==> src/rtl/keyed_typed_message_queues_macros.svh <==
// assertion macros for the message queue engine
`ifndef KEYED_TYPED_MESSAGE_QUEUES_MACROS_SVH
`define KEYED_TYPED_MESSAGE_QUEUES_MACROS_SVH
`ifndef SYNTHESIS
`define KTMQ_ASSERT(label, clk, rst_n, prop, msg) \
  label: assert property (@(posedge clk) disable iff (!rst_n) prop) else $error(msg);
`define KTMQ_ASSERT_ALWAYS(label, clk, prop, msg) \
  label: assert property (@(posedge clk) prop) else $error(msg);
`else
`define KTMQ_ASSERT(label, clk, rst_n, prop, msg)
`define KTMQ_ASSERT_ALWAYS(label, clk, prop, msg)
`endif
`endif

==> src/rtl/ktmq_ram.sv <==
module ktmq_ram #(
  parameter int unsigned Width = 32,
  parameter int unsigned Depth = 128
) (
  input  logic                                            clk_i,
  input  logic                                            we_i,
  input  logic [(Depth > 1 ? $clog2(Depth) : 1)-1:0]      waddr_i,
  input  logic [Width-1:0]                                wdata_i,
  input  logic [(Depth > 1 ? $clog2(Depth) : 1)-1:0]      raddr_i,
  output logic [Width-1:0]                                rdata_o
);
  logic [Width-1:0] mem [Depth];
  always_ff @(posedge clk_i) begin
    if (we_i) mem[waddr_i] <= wdata_i;
    rdata_o <= mem[raddr_i];
  end
endmodule

==> config.mk <==
export PLATFORM = sky130hd
export DESIGN_NAME = ktmq_ram
export DESIGN_NICKNAME = d
export VERILOG_FILES = /design/src/rtl/keyed_typed_message_queues_macros.svh /design/src/rtl/ktmq_ram.sv
export SDC_FILE = /design/constraint.sdc
export NUM_CORES = 2
export LEC_CHECK = 0
export BUFFER_PORTS_ARGS = -buffer_cell sky130_fd_sc_hd__buf_4
export CORE_MARGIN = 1
export CORE_UTILIZATION = 60
export CTS_BUF_LIST = sky130_fd_sc_hd__clkbuf_4
export DETAILED_ROUTE_END_ITERATION = 8
export GPL_ROUTABILITY_DRIVEN = 0
export GPL_TIMING_DRIVEN = 0
export PLACE_DENSITY = 0.76
export SYNTH_ARGS = -nofsm -noshare
export SYNTH_HDL_FRONTEND = slang
export SYNTH_SLANG_ARGS = --single-unit
==> constraint.sdc <==
create_clock -name clk_i -period 4.66 [get_ports clk_i]
set_input_delay 0.233 -clock clk_i [delete_from_list [all_inputs] [get_ports clk_i]]
set_output_delay 0.233 -clock clk_i [all_outputs]
set_load 0.005 [all_outputs]
==> summary.txt <==
Outcome
  – Outcome: finished, violations left
  – Failing checks: slew limit

Timing
  – Fin Hold WS: 123 ps
  – Min cycle time layout: 3850 ps
  – Final setup viols: 0
  – Setup ws final: 805 ps
  – Fin crit share: 0.827
  – Slew headroom: -0.0178
  – Worst slew pin tran: 1530 ps
  – Final Slew Violations: 112
  – Clock skew: 115 ps
  – F_max: 259 MHz
  – Setup TNS: 0 ps
  – Final Hold Vio Count: 0
  – RSZ-0062 raised after global routing: no

Power and ir drop
  – PwrDens: 410 nW/um^2
  – Pleak: 55.9 nW
  – Peak supply drop: 0.195 mV

Synth
  – Syn Nets: 6038
  – Register area share after synthesis: 0.791
  – Post-synth top area share: 0.787
  – Synth cell types: 17
  – Syn Inst Count: 5990
  – Seq cells post-synth: 4128
  – Yosys warnings: 0
  – Top cells by area, synth: edfxtp_1, mux4_2, clkbuf_1, dfxtp_1, nor2_1
  – Cell Area, Synth: 156000 sq um
  – Mean area per synthesized cell: 26.1 sq um
  – Most area-hungry cell type in the Yosys netlist: edfxtp_1

Routing
  – Detailed router's first-iteration violation count: 11852
  – Drt wl/cell: 35.1 microns
  – # DRC: 0
  – Total vias in the final route: 76114
  – Drt first pass iters: 6
  – Routed Antenna Nets: 0
  – WL final: 400 mm
  – Via-to-Cell Ratio: 6.68

Worst setup path
  – Crit path DAT: 5140 ps
  – CP max FO: 10
  – Req. time, crit path: 5950 ps
  – Critical path endpoint category: flop
  – Critical Path Start Type: input port
  – Kind of critical path: in -> reg

Flow run
  – Max-cap violations: 0

Global route
  – Largest net degree at the start of global routing: 129
  – Gr usage total: 0.306
  – First-pass GRT wire length: 556 mm
  – Initial antenna violation count: 70
  – Grt total ovfl: 0
  – Number of global-route vias before repair: 76781

Clocking
  – Root Driver: clkbuf_4
  – TritonCTS Buffers: 948
  – Clk pin slew, worst setup/hold paths: 70 ps
  – Clk Latency, worst-skew pair: 1480 ps
  – TritonCTS Sinks: 4128
  – Max clock buf depth: 4
  – CTS tree: done
  – H-Tree Depth: 6
  – Post-CTS Setup Repair Bufs: 0

Finish
  – Layout net count: 7311
  – Most common cell after layout, fill and taps aside: edfxtp_1
  – Area growth from synthesis to layout: 14.3%
  – Most frequent cells in the layout: edfxtp_1, clkbuf_4, mux4_2
  – Sequential standard cell area: 124000 sq um
  – Fraction of layout cells with a size suffix above 1: 0.413
  – Multi-input gate area: 32300 sq um
  – FILL cells: 14719

Floorplanning
  – IO Pins: 80
  – Die area: 263000 sq um
  – Initial core utilization: 0.606
  – Site Rows: 186
  – Core area: 258000 sq um
  – Die W: 512 microns
  – Die height: 512 microns

Hold path
  – Hold crit path type: in -> reg

Placement
  – Hpwl dp: 250 mm
  – IO Port Bufs: 68
  – Setup WS pre-CTS: 29.0 ps
## final timing paths
| path | slack (ps) | from | cells past startpoint | end |
|---|---|---|---|---|
| worst max-delay path | 810 | raddr_i[2] | 9 | rdata_o[0] |
| worst min-delay path | 120 | wdata_i[31] | 2 | mem[37][31] |
| worst max register to register | 1430 | mem[87][0] | 5 | rdata_o[0] |
| worst min register to register | 1160 | mem[77][7] | 4 | rdata_o[7] |
## synthesized netlist by cell type
cell type and n:
nor3_1 9, buf_1 50, buf_2 79, mux4_2 1344, nor2b_1 7, or3_1 1, edfxtp_1 4096, clkbuf_1 182
dfxtp_1 32, buf_4 3, nand4_1 3, nand3_1 12, nand2_1 14, nand2b_1 2, buf_6 2, mux2_2 32
nor2_1 122
## through the flow
step | cell area [sq um] | util | power (W) | cells
detailed placement | 165000 | 0.641 | 0.0459 | 9599
floorplan | 156000 | - | 0.0438 | 5990
CTS | 178000 | 0.689 | 0.0733 | 11309
finish | 179000 | 0.692 | 0.0732 | 11400
global route | 179000 | 0.692 | 0.0753 | 11388
global placement | 161000 | 0.624 | 0.0457 | 9442
## cell type report
cell class                      instances  share of cell area
Tap cell                             3384              0.0237
Clock buffer                         1358              0.0571
Multi-Input combinational cell       1546               0.181
Sequential cell                      4128               0.692
Clock inverter                        296             0.00878
Antenna cell                           49            0.000687
Timing Repair Buffer                  323              0.0290
Buffer                                316             0.00751
## sequential cells by signal, summed over array words and instances (netlist names)
register / cells
mem: 4096
rdata_o: 32
## timing repair
action / 4_1_cts / 5_1_grt
setup endpoints to repair: 0 / 0
hold buffers: 56 / 21
gates resized for setup: 0 / 0
hold endpoints to repair: 5346 / 1079
## cell families after synthesis
logic type | count (synthesis) | share of synthesized area
DFF | 4128 | 0.791
muxes | 1376 | 0.196
buffers and inverters | 316 | 0.00839
and+or+nand+nor | 170 | 0.00446
## metal layers
metal  vias to the layer above  routed length [microns]  global-route usage
li1                      29654                        -                   -
met3                       765                    55100              0.0885
met4                        20                    18500               0.140
met2                      5715                   190000               0.464
met1                     39960                   136000               0.419
met5                         -                      115                   0
## where the power goes
part           internal [W]  leakage (nW)  switching (W)  total, W
registers            0.0410          37.1      0.0000507    0.0410
clock network        0.0140          6.96         0.0139    0.0279
logic               0.00163          11.8        0.00266   0.00429
total                0.0566          55.9         0.0166    0.0732
## critical path: stages
cell and delay [ps]:
clkbuf_1 210, buf_2 390, clkbuf_2 730, buf_1 1020, mux4_2 420, mux4_2 570, mux4_2 530, mux2_2 350
dlygate4sd3_1 680
No activity file was read; power rests on OpenSTA's default activity.
